**config.mk**
```make
export PLATFORM = sky130hd
export DESIGN_NAME = binary_to_decimal_digits_flat
export DESIGN_NICKNAME = d
export VERILOG_FILES = /design/src/hdl/b2dd_pkg.sv /design/src/hdl/b2dd_req_if.sv /design/src/hdl/b2dd_res_if.sv /design/src/hdl/b2dd_cell.sv /design/src/hdl/binary_to_decimal_digits.sv /design/src/flat_wrapper.sv
export VERILOG_INCLUDE_DIRS = /design/src /design/src/hdl
export SDC_FILE = /design/constraint.sdc
export NUM_CORES = 1
export LEC_CHECK = 0
export BUFFER_PORTS_ARGS = -buffer_cell sky130_fd_sc_hd__buf_2
export CAP_MARGIN = 20
export CORE_UTILIZATION = 55
export CTS_BUF_LIST = sky130_fd_sc_hd__clkbuf_2 sky130_fd_sc_hd__clkbuf_4 sky130_fd_sc_hd__clkbuf_8
export DETAILED_ROUTE_END_ITERATION = 10
export GPL_TIMING_DRIVEN = 0
export PLACE_DENSITY = 0.77
export SYNTH_ARGS = -nofsm -noshare
export SYNTH_HDL_FRONTEND = slang
export SYNTH_SLANG_ARGS = --single-unit
```
**constraint.sdc**
```tcl
create_clock -name clk -period 2.8 [get_ports clk]
set_input_delay 0.28 -clock clk [delete_from_list [all_inputs] [get_ports clk]]
set_output_delay 0.28 -clock clk [all_outputs]
set_load 0.1 [all_outputs]
```
**src/hdl/binary_to_decimal_digits_macros.svh**
```systemverilog
// Assertion macros for the binary to decimal digit converter.
// Each macro places one concurrent assertion, sampled at the rising clock
// edge and disabled while the active-low reset is asserted.
`ifndef BINARY_TO_DECIMAL_DIGITS_MACROS_SVH
`define BINARY_TO_DECIMAL_DIGITS_MACROS_SVH

`ifndef SYNTHESIS

// Consequent must hold in the same cycle as the antecedent.
`define B2DD_ASSERT_SAME(lbl, clk, rst_n, ante, cons, msg) \
	lbl: assert property (@(posedge clk) disable iff (!rst_n) (ante) |-> (cons)) \
		else $error(msg);

// Consequent must hold in the cycle after the antecedent.
`define B2DD_ASSERT_NEXT(lbl, clk, rst_n, ante, cons, msg) \
	lbl: assert property (@(posedge clk) disable iff (!rst_n) (ante) |=> (cons)) \
		else $error(msg);

`else

`define B2DD_ASSERT_SAME(lbl, clk, rst_n, ante, cons, msg)
`define B2DD_ASSERT_NEXT(lbl, clk, rst_n, ante, cons, msg)

`endif

`endif

```
**src/hdl/b2dd_pkg.sv**
```systemverilog
package b2dd_pkg;

	localparam int BIN_W      = 64;
	localparam int NUM_DIGITS = 20;
	localparam int DIGIT_W    = 4;
	localparam int POS_W      = 5;
	localparam int CNT_W      = 6;

	// Control shared by every digit cell in the chain.
	typedef struct packed {
		logic clear;
		logic dabble;
		logic drain;
	} cell_ctrl_t;

endpackage

```
**src/hdl/b2dd_req_if.sv**
```systemverilog
interface b2dd_req_if import b2dd_pkg::*; ();
	logic               valid;
	logic               ready;
	logic [BIN_W-1:0]   value;
	logic               signed_mode;

	modport source (output valid, value, signed_mode, input ready);
	modport sink (input valid, value, signed_mode, output ready);
endinterface

```
**src/hdl/b2dd_res_if.sv**
```systemverilog
interface b2dd_res_if import b2dd_pkg::*; ();
	logic               valid;
	logic               ready;
	logic [DIGIT_W-1:0] digit;
	logic [POS_W-1:0]   position;
	logic               negative;
	logic               last;

	modport source (output valid, digit, position, negative, last, input ready);
	modport sink (input valid, digit, position, negative, last, output ready);
endinterface

```
**src/hdl/b2dd_cell.sv**
```systemverilog
module b2dd_cell import b2dd_pkg::*; (
	input  logic               clk,
	input  cell_ctrl_t         ctrl,
	input  logic               shift_in,
	output logic               shift_out,
	input  logic [DIGIT_W-1:0] upper_digit,
	output logic [DIGIT_W-1:0] digit,
	input  logic               nz_in,
	output logic               nz_out
);

	logic [DIGIT_W-1:0] digit_q;
	logic [DIGIT_W-1:0] adj;

	// Add three to a digit of five or more so that the next doubling carries out.
	always_comb begin
		adj = (digit_q >= DIGIT_W'(5)) ? digit_q + DIGIT_W'(3) : digit_q;
	end

	always_ff @(posedge clk) begin
		if (ctrl.clear) begin
			digit_q <= '0;
		end else if (ctrl.dabble) begin
			digit_q <= {adj[DIGIT_W-2:0], shift_in};
		end else if (ctrl.drain) begin
			digit_q <= upper_digit;
		end
	end

	assign shift_out = adj[DIGIT_W-1];
	assign digit     = digit_q;
	assign nz_out    = nz_in | (digit_q != '0);

endmodule

```
**src/hdl/binary_to_decimal_digits.sv**
```systemverilog
// Binary to decimal digit converter.
// A request on the req channel carries a 64-bit value and a signed_mode bit.
// The block takes the magnitude of the value (two's complement negation when
// signed_mode is set and bit 63 is one) and emits its decimal digits on the
// res channel, least significant first, one result per digit. Each result
// carries the digit value 0 to 9, its position from the units place, the
// negative flag, and last on the most significant digit. Zero gives one
// digit 0 with last set.
// Timing: a request is taken while the block is idle, then the magnitude is
// shifted through a chain of twenty BCD digit cells, one bit per cycle, until
// every bit of the value has entered the chain. The digits are then offered
// one digit per cycle while the receiver is ready. One request is in work at
// a time, and req.ready is high only while the block is idle.
// The receiver may stall at any time: the current digit simply holds on the
// outputs until res.ready is seen, and the chain does not move.
// Reset clears the control state; the block comes out idle with req.ready
// high and res.valid low.
`include "binary_to_decimal_digits_macros.svh"

module binary_to_decimal_digits import b2dd_pkg::*; (
	input  logic        clk,
	input  logic        arst_n,
	b2dd_req_if.sink    req,
	b2dd_res_if.source  res
);

	typedef enum logic [1:0] {
		ST_IDLE,
		ST_CONVERT,
		ST_DRAIN
	} state_t;

	state_t             state_q;
	logic [CNT_W-1:0]   cnt_q;
	logic [POS_W-1:0]   pos_q;
	logic               neg_q;
	logic [BIN_W-1:0]   bin_q;

	logic               accept;
	logic               in_neg;
	logic [BIN_W-1:0]   in_mag;
	logic               last_digit;
	cell_ctrl_t         ctrl;

	// Shift chain between cells: entry i feeds cell i, entry i+1 is its carry out.
	logic               sh [NUM_DIGITS+1];
	// Digit chain: cell i loads entry i+1 while draining toward the units place.
	logic [DIGIT_W-1:0] dig_w [NUM_DIGITS+1];
	// Nonzero chain: entry i is set when cell i or any cell above holds a nonzero digit.
	logic               nz [NUM_DIGITS+1];

	assign accept = req.valid & req.ready;
	assign in_neg = req.signed_mode & req.value[BIN_W-1];
	assign in_mag = in_neg ? (~req.value + BIN_W'(1)) : req.value;

	// The units digit is the last one once nothing nonzero remains above it.
	assign last_digit = ~nz[1];

	always_comb begin
		ctrl.clear  = accept;
		ctrl.dabble = (state_q == ST_CONVERT);
		ctrl.drain  = (state_q == ST_DRAIN) & res.ready & ~last_digit;
	end

	assign sh[0]              = bin_q[BIN_W-1];
	assign dig_w[NUM_DIGITS]  = '0;
	assign nz[NUM_DIGITS]     = 1'b0;

	for (genvar i = 0; i < NUM_DIGITS; i++) begin : g_cell
		b2dd_cell u_cell (
			.clk         (clk),
			.ctrl        (ctrl),
			.shift_in    (sh[i]),
			.shift_out   (sh[i+1]),
			.upper_digit (dig_w[i+1]),
			.digit       (dig_w[i]),
			.nz_in       (nz[i+1]),
			.nz_out      (nz[i])
		);
	end

	always_ff @(posedge clk or negedge arst_n) begin
		if (!arst_n) begin
			state_q <= ST_IDLE;
			cnt_q   <= '0;
			pos_q   <= '0;
			neg_q   <= 1'b0;
			bin_q   <= '0;
		end else begin
			case (state_q)
				ST_IDLE: begin
					if (accept) begin
						bin_q   <= in_mag;
						neg_q   <= in_neg;
						cnt_q   <= '0;
						pos_q   <= '0;
						state_q <= ST_CONVERT;
					end
				end
				ST_CONVERT: begin
					bin_q <= {bin_q[BIN_W-2:0], 1'b0};
					cnt_q <= cnt_q + CNT_W'(1);
					if (cnt_q == CNT_W'(BIN_W - 1)) begin
						state_q <= ST_DRAIN;
					end
				end
				ST_DRAIN: begin
					if (res.ready) begin
						if (last_digit) begin
							state_q <= ST_IDLE;
						end else begin
							pos_q <= pos_q + POS_W'(1);
						end
					end
				end
				default: begin
					state_q <= ST_IDLE;
				end
			endcase
		end
	end

	assign req.ready    = (state_q == ST_IDLE);
	assign res.valid    = (state_q == ST_DRAIN);
	assign res.digit    = dig_w[0];
	assign res.position = pos_q;
	assign res.negative = neg_q;
	assign res.last     = last_digit;

	// A value of at most twenty digits never carries out of the top cell.
	`B2DD_ASSERT_SAME(a_no_overflow, clk, arst_n, state_q == ST_CONVERT, !sh[NUM_DIGITS], "carry out of the top digit cell")
	// Only valid decimal digits are offered.
	`B2DD_ASSERT_SAME(a_digit_range, clk, arst_n, res.valid, res.digit <= DIGIT_W'(9), "digit above nine")
	// The twentieth digit is always the most significant one.
	`B2DD_ASSERT_SAME(a_last_at_top, clk, arst_n, res.valid && (pos_q == POS_W'(NUM_DIGITS - 1)), res.last, "more than twenty digits")
	// A digit is never offered in the cycle after a request is taken.
	`B2DD_ASSERT_NEXT(a_no_early_result, clk, arst_n, accept, !res.valid, "result right after request")
	// The sign flag holds across all digits of one conversion.
	`B2DD_ASSERT_NEXT(a_sign_steady, clk, arst_n, res.valid && res.ready && !res.last, res.valid && (res.negative == $past(res.negative)), "sign changed within a conversion")

endmodule
```
**src/flat_wrapper.sv**
```systemverilog
// flat-port wrapper written by rule: the top's interface ports become plain ports
module binary_to_decimal_digits_flat import b2dd_pkg::*;
  (clk, arst_n, req_valid, req_value, req_signed_mode, req_ready, res_valid, res_digit, res_position, res_negative, res_last, res_ready);
  b2dd_req_if req_i ();
  b2dd_res_if res_i ();
  input  logic clk;
  input  logic arst_n;
  input wire logic [$bits(req_i.valid)-1:0] req_valid;
  input wire logic [$bits(req_i.value)-1:0] req_value;
  input wire logic [$bits(req_i.signed_mode)-1:0] req_signed_mode;
  output wire logic [$bits(req_i.ready)-1:0] req_ready;
  output wire logic [$bits(res_i.valid)-1:0] res_valid;
  output wire logic [$bits(res_i.digit)-1:0] res_digit;
  output wire logic [$bits(res_i.position)-1:0] res_position;
  output wire logic [$bits(res_i.negative)-1:0] res_negative;
  output wire logic [$bits(res_i.last)-1:0] res_last;
  input wire logic [$bits(res_i.ready)-1:0] res_ready;
  assign req_i.valid = req_valid;
  assign req_i.value = req_value;
  assign req_i.signed_mode = req_signed_mode;
  assign req_ready = req_i.ready;
  assign res_valid = res_i.valid;
  assign res_digit = res_i.digit;
  assign res_position = res_i.position;
  assign res_negative = res_i.negative;
  assign res_last = res_i.last;
  assign res_i.ready = res_ready;
  binary_to_decimal_digits u_core (.clk(clk), .arst_n(arst_n), .req(req_i), .res(res_i));
endmodule
```
* Word level (Yosys, flattened, before mapping)
Index checks and enable logic that the tools add are counted.
** Word-level totals
- Register bits after elaboration :: 158
- Input bits :: 69
- Output and inout bits :: 13
- Word-level logic and storage cells :: 201
** Operators by class
- Add/subtract/negate cells :: 23
- $lt $le $gt $ge :: 20
- Equality and inequality tests :: 8
- Mux-type cells :: 74
- Bitwise operators :: 24
- Reduce and logical (&&, ||, !) cells :: 27
** Operators with widths (number)
- two-way mux 4 bit :: 59
- two-way mux 64 bit :: 2
- one-hot mux 64 bit (2 select lines) :: 1
- greater-or-equal comparator 4 x 3 -> 1 bit, second input constant :: 20
- adder 4 x 2 -> 4 bit, second input constant :: 19
- nonzero test 4 bit :: 19
- adder 64 x 1 -> 64 bit, second input constant :: 1
- inverter 64 bit :: 1
- bitwise OR 1 bit :: 18
- two-way mux 5 bit :: 3
- one-hot mux 6 bit (2 select lines) :: 1
- one-hot mux 5 bit (2 select lines) :: 1
- two-way mux 2 bit :: 4
- AND reduction 4 bit :: 2
- adder 6 x 1 -> 6 bit, second input constant :: 1
- equality test 6 bit, second input constant :: 1
- two-way mux 6 bit :: 1
- != test 2 bit, second input constant :: 3
- one-hot mux 2 bit (3 select lines) :: 1
- nonzero test 2 bit :: 3
- adder 5 x 1 -> 5 bit, second input constant :: 1
- bitwise AND 1 bit :: 4
- != test 2 x 1 -> 1 bit, second input constant :: 2
- AND reduction 2 bit :: 2
- other kinds (6) :: 6

* Longest topological paths before layout
- Depth in word-level cells :: 22
- Depth in mapped cells :: 10
- Gate-level depth less buffers :: 8

* By module
From an unflattened synthesis, not the netlist that was laid out.
** Second synthesis, totals
- Cell total of the unflattened synthesis :: 1301
- Area total of the unflattened synthesis :: 10939.2 um2
** Modules (own cells, without submodules)
- b2dd_cell :: instances 20, cells an instance 37, area an instance 301.5 um2, sequential area each 80.1 um2
- binary_to_decimal_digits :: instances 1, cells an instance 561, area an instance 4908.5 um2, sequential area each 1951.9 um2

* Worst setup path before layout
No wires, ideal clock.
- Path kind :: register -> register
- Start point :: register u_core.g_cell[18].u_cell.digit_q[1]
- End point :: register u_core.pos_q[3] (netlist: u_core.res.position[3])
- Library setup time :: 93 ps
- Arrival time :: 3621 ps
- Required time :: 2707 ps
- Slack :: -914 ps
- Stages on the path, launching flop included :: 10
- Path buffers :: 1
- Period minus slack after synthesis :: 3714 ps
- Cell sequence :: dfxtp_1 -> inv_1 -> ha_1 -> or4b_1 -> or4_1 -> nor4_4 -> nor2_1 -> clkbuf_1 -> nand4_1 -> mux2i_1
** On the way
- Word-level cells in the longest chain between the ends :: 21
** RTL lines
- from (decl) :: RTL line b2dd_cell.sv:12 : logic [DIGIT_W-1:0] digit_q;
- from (signal assigned) :: RTL line b2dd_cell.sv:24 : digit_q <= {adj[DIGIT_W-2:0], shift_in};
- from (signal assigned) :: RTL line b2dd_cell.sv:26 : digit_q <= upper_digit;
- nonzero test 4 bit :: RTL line b2dd_cell.sv:32 : assign nz_out = nz_in | (digit_q != '0);
- bitwise OR 1 bit (18 in a row) :: RTL line b2dd_cell.sv:32
- != test 2 x 1 -> 1 bit (no source line)
- AND reduction 4 bit (no source line)
- to (signal assigned) :: RTL line binary_to_decimal_digits.sv:112 : pos_q <= pos_q + POS_W'(1);
- to (decl) :: RTL line binary_to_decimal_digits.sv:35 : logic [POS_W-1:0] pos_q;
No other way between the ends.
A chain may end at the register's enable or synchronous reset.

* Worst setup path in the final report
- Start point :: register u_core.g_cell[18].u_cell.digit_q[0]
- End point :: output res_last
** On the way
- Word-level cells in the longest chain between the ends :: 20
** RTL lines
- nonzero test 4 bit :: RTL line b2dd_cell.sv:32
- bitwise OR 1 bit (18 in a row) :: RTL line b2dd_cell.sv:32
- inverter 1 bit :: RTL line binary_to_decimal_digits.sv:57 : assign last_digit = ~nz[1];
- to (decl) :: RTL line flat_wrapper.sv:16 : output wire logic [$bits(res_i.last)-1:0] res_last;
No other way between the ends.

==> results by stage <==
Timing:
- Headroom to the max-slew limit came out at 0.398.
- The measured slew at the worst slew-check pin is 0.894 ns.
- The period utilization is 0.967.
- The setup TNS after final layout is 0 ns.
- Subtracting the final worst setup slack from the clock period gives ~2.7 ns.
- Setup repair after global routing could not meet its margin everywhere.
- The post-route clock skew is approximately 0.011 ns.
- Based on the critical path, the design can be clocked at up to 0.369 GHz.
- Setup violations remaining at the end of the flow were counted as 0.
- Setup slack on the critical path of the routed design comes to 0.0921 ns.
- The number of failing hold endpoints at the final stage is 0.
- The count of pins over their slew limit is 0.

Logic synthesis:
- Of the total synthesized cell area, the portion taken by XOR and XNOR cells is 0.0538.
- For this run, the register share of the synthesized area comes to 0.346.
- The dominant synthesized flop cell is sky130_fd_sc_hd__dfxtp_1.
- The share of the synthesized area in the top cell type is 0.190.
- During synthesis, Yosys emitted a total of 0 warnings.
- Counting every instance in the synthesized netlist gives 1256.
- Of the total synthesized cell area, the portion taken by AND, OR, NAND and NOR gates is 0.247.
- The share of async-settable or async-resettable flops after synthesis is 0.494.
- The count of unique library cells instantiated by Yosys is 47.
- Ranked by total cell area, the synthesized netlist is headed by sky130_fd_sc_hd__dfrtp_1 (19%), sky130_fd_sc_hd__dfxtp_1 (16%), sky130_fd_sc_hd__ha_1 (7.4%), sky130_fd_sc_hd__nor3_1 (6.4%), sky130_fd_sc_hd__o21ai_0 (6.4%).
- The synthesized flop and latch total is around 160.
- The portion of synthesized area spent on multiplexers is 0.0303.
- The main combinational cell family by area after synthesis is simple AND/OR/NAND/NOR gates.
- The leading area contributor after synthesis is sky130_fd_sc_hd__dfrtp_1.
- In this run the mean area of a mapped cell was approximately 8.2 um2.
- The synthesized netlist occupies a cell area of between 10000 and 15000 um2.
- The share of the synthesized area in compound gates (AO/OA/AOI/OAI) was 0.197.
- The adder-cell area share of the yosys netlist is 0.0744.
- By count the netlist is led by sky130_fd_sc_hd__nor3_1 (132), sky130_fd_sc_hd__o21ai_0 (132), sky130_fd_sc_hd__nor2_1 (124).
- The net count after synthesis is 1386.
- The number of enable-type register cells in the synthesized netlist is 0.

Finish:
- The post-synthesis to final-layout area growth is 13.4%.
- In the final layout, the share of cells above drive strength 1 is 0.121.
- The finished cells cover 11600 um2.
- The multi-input combinational cells in the finished layout cover a total of 6260 um2.
- Fill cells in the final layout number 1600.
- The number of nets in the finished design is roughly 1500.
- For this run, the share of the core covered by cells in the final layout is 0.641.
- The number of antenna repair diodes is 0.
- The register cell area after layout is 3560 um2.

Route:
- The detail route stage leaves a number of antenna-violating nets equal to 0.
- The number of optimization iterations in the first detailed-route pass is 5.
- The total wire length after detailed routing is 29900 um.
- Dividing the detail-routed wire length by the instance count gives roughly 19 um.
- The starting DRC count in detailed routing is 904.
- The routed layout has 10100 vias.
- After detailed routing, the number of remaining DRC violations is 0.
- The detailed-route vias per instance is 6.29.

Placed design:
- The placement-stage cell area is 11100 um2.
- Buffers placed on the I/O ports in this run total 81.
- The minimum setup slack after placement is -0.387 ns.
- Detailed placement finished with a half-perimeter wire length of 21600 um.
- At the end of routability-driven placement, the weighted congestion stood at 0.905.

Critical path:
- The signal arrival time at the worst endpoint is 2.43 ns.
- The worst setup path is launched from a flop.
- The worst setup path is captured at an output pin.
- Of all nets on the critical path, the largest fanout is 6.
- Data on the critical path is required at its endpoint by 2.52 ns.
- The worst setup path is of the reg -> out kind.

CTS:
- TritonCTS built the clock tree.
- The root buffer cell chosen for the clock tree is sky130_fd_sc_hd__clkbuf_8.
- The total clock buffers created by CTS is 17.
- The worst-case clock buffer depth is 2.
- The clock-pin slew of the registers on the worst-case setup and hold paths is 0.09 ns.
- For this design, the sink count on the clock tree is 158.
- The clock tree synthesis step divided the H-tree into 4 levels.
- The clock latency reported for the late side of the worst-skew pair is 0.47 ns.

Die:
- From left edge to right edge, the die measures between 100 and 150 um.
- 82 I/O pins were placed.
- In this run the core area contains 49 standard-cell rows.
- The total die area is 19200 um2.
- The height of the die is 139 um.
- The standard cell core area is 18100 um2.
- The effective utilization at floorplan is 0.565.

Global routing:
- Entering global routing, the biggest net connects 57 pins.
- The global-route usage over all layers is 0.316.
- The number of antenna violations at the first check in global routing is 0.
- The number of global-route vias before repair is 9667.
- Summed over all layers, the global routing overflow is 0.
- The first-pass GRT wire length is 48500 um.

Pwr:
- Overall power consumption after layout is estimated at between 6 and 7 mW.
- The power per unit of standard cell area is about 530 nW/um2.
- For this design the static power due to leakage is 4.89 nW.
- Across the VDD grid, the largest voltage drop is 0.310 mV.

Run:
- The count of maximum capacitance violations is 0.

Hold path:
- The worst hold path belongs to the class in -> reg.

Outcome:
- The flow ran to the end, and the final reports show no timing, DRC or antenna violations.
## kinds of logic (layout without fill, tap and decap cells)
kind of cell	Yosys count	count (layout)
AOI/OAI and AO/OA	328	328
xor gates and xnor gates	63	63
adders and majority gates	61	61
buffers and inverters	130	249
DFF	158	158
muxes	31	31
and+or+nand+nor	485	485
## state kept, by name, summed over array words and instances, names as in the netlist
name / cells
u_core.g_cell.u_cell.digit: 80
u_core.bin_q: 64
u_core.cnt_q: 6
u_core.res.position: 5
u_core.state_q: 2
u_core.res.negative: 1
## through the flow
step | hold WS, ns | cells
4_1_cts | 0.0645 | 1602
5_1_grt | 0.100 | 1604
3_5_place_dp | 0.202 | 1567
6_report | 0.0873 | 1604
2_1_floorplan | -0.0156 | 1256
3_3_place_gp | 0.458 | 1566
## cell usage in the layout (no fill, tap or decap), types with 6 or more instances in the layout
cell type and n:
sky130_fd_sc_hd__clkbuf_8 20, sky130_fd_sc_hd__a31oi_1 15, sky130_fd_sc_hd__ha_1 61, sky130_fd_sc_hd__nand2_1 31, sky130_fd_sc_hd__nand2b_1 6, sky130_fd_sc_hd__and3_1 11
sky130_fd_sc_hd__buf_2 81, sky130_fd_sc_hd__dfrtp_1 78, sky130_fd_sc_hd__nor2b_1 36, sky130_fd_sc_hd__buf_1 11, sky130_fd_sc_hd__dfxtp_1 78, sky130_fd_sc_hd__nor3_1 126
sky130_fd_sc_hd__a21oi_1 49, sky130_fd_sc_hd__clkbuf_1 52, sky130_fd_sc_hd__mux2i_1 31, sky130_fd_sc_hd__nand3_1 24, sky130_fd_sc_hd__xor2_1 10, sky130_fd_sc_hd__buf_4 9
sky130_fd_sc_hd__a22o_1 15, sky130_fd_sc_hd__a211oi_1 63, sky130_fd_sc_hd__o21ai_0 132, sky130_fd_sc_hd__nand4_1 9, sky130_fd_sc_hd__clkbuf_4 6, sky130_fd_sc_hd__nor2_1 120
sky130_fd_sc_hd__nor3_2 7, sky130_fd_sc_hd__nor3b_1 21, sky130_fd_sc_hd__nor4_2 6, sky130_fd_sc_hd__inv_1 45, sky130_fd_sc_hd__a22oi_1 43, sky130_fd_sc_hd__xnor2_1 53
sky130_fd_sc_hd__nor4_1 49, sky130_fd_sc_hd__or3_1 9
## where the power goes
group	leakage, nW	internal [mW]	switching, mW
clock	0.212	1.01	0.927
combinational	2.95	0.543	0.912
sequential	1.73	2.47	0.317
## metal layers
metal  track usage  routed length [um]
met5             0                   0
met3        0.0608                2090
met1         0.395               12600
met4         0.126                 891
met2         0.538               14300
## final timing paths
check,from,cells after the start,end,slack (ns)
max in group asynchronous,arst_n,3,u_core.bin_q[22],1.98
min in group asynchronous,arst_n,2,u_core.res.negative,0.24
setup reg to reg,u_core.g_cell[18].u_cell.digit[0],10,u_core.g_cell[9].u_cell.digit[1],0.13
setup / recovery,u_core.g_cell[18].u_cell.digit[0],7,res_last,0.09
hold reg to reg,u_core.res.position[4],1,u_core.res.position[4],0.47
hold / removal,req_value[23],3,u_core.bin_q[23],0.09
## critical path, cell delays in order (launching register included)
cell,delay (ns)
sky130_fd_sc_hd__dfxtp_2,0.37
sky130_fd_sc_hd__inv_2,0.07
sky130_fd_sc_hd__ha_1,0.14
sky130_fd_sc_hd__or4b_1,0.43
sky130_fd_sc_hd__or4_4,0.44
sky130_fd_sc_hd__nor4_4,0.17
sky130_fd_sc_hd__buf_4,0.18
sky130_fd_sc_hd__buf_12,0.17
## timing repair
action,CTS,global route
endpoints found under the hold margin,22,0
setup buffers,2,0
pin swaps,1,4
endpoints found under the setup margin,1,56
resized for setup,3,13
hold buffers,1,0
gates cloned,0,1
## layout make-up
type	instances	area share
repair buffers	87	0.0417
flip-flops and latches	158	0.306
multi-input cells	968	0.538
plain buffers	83	0.0358
clock buffers	19	0.0219
inverters	47	0.0154
well taps	229	0.0246
clock inverters	13	0.0164
Note: power is estimated with default switching activity, not from simulation.
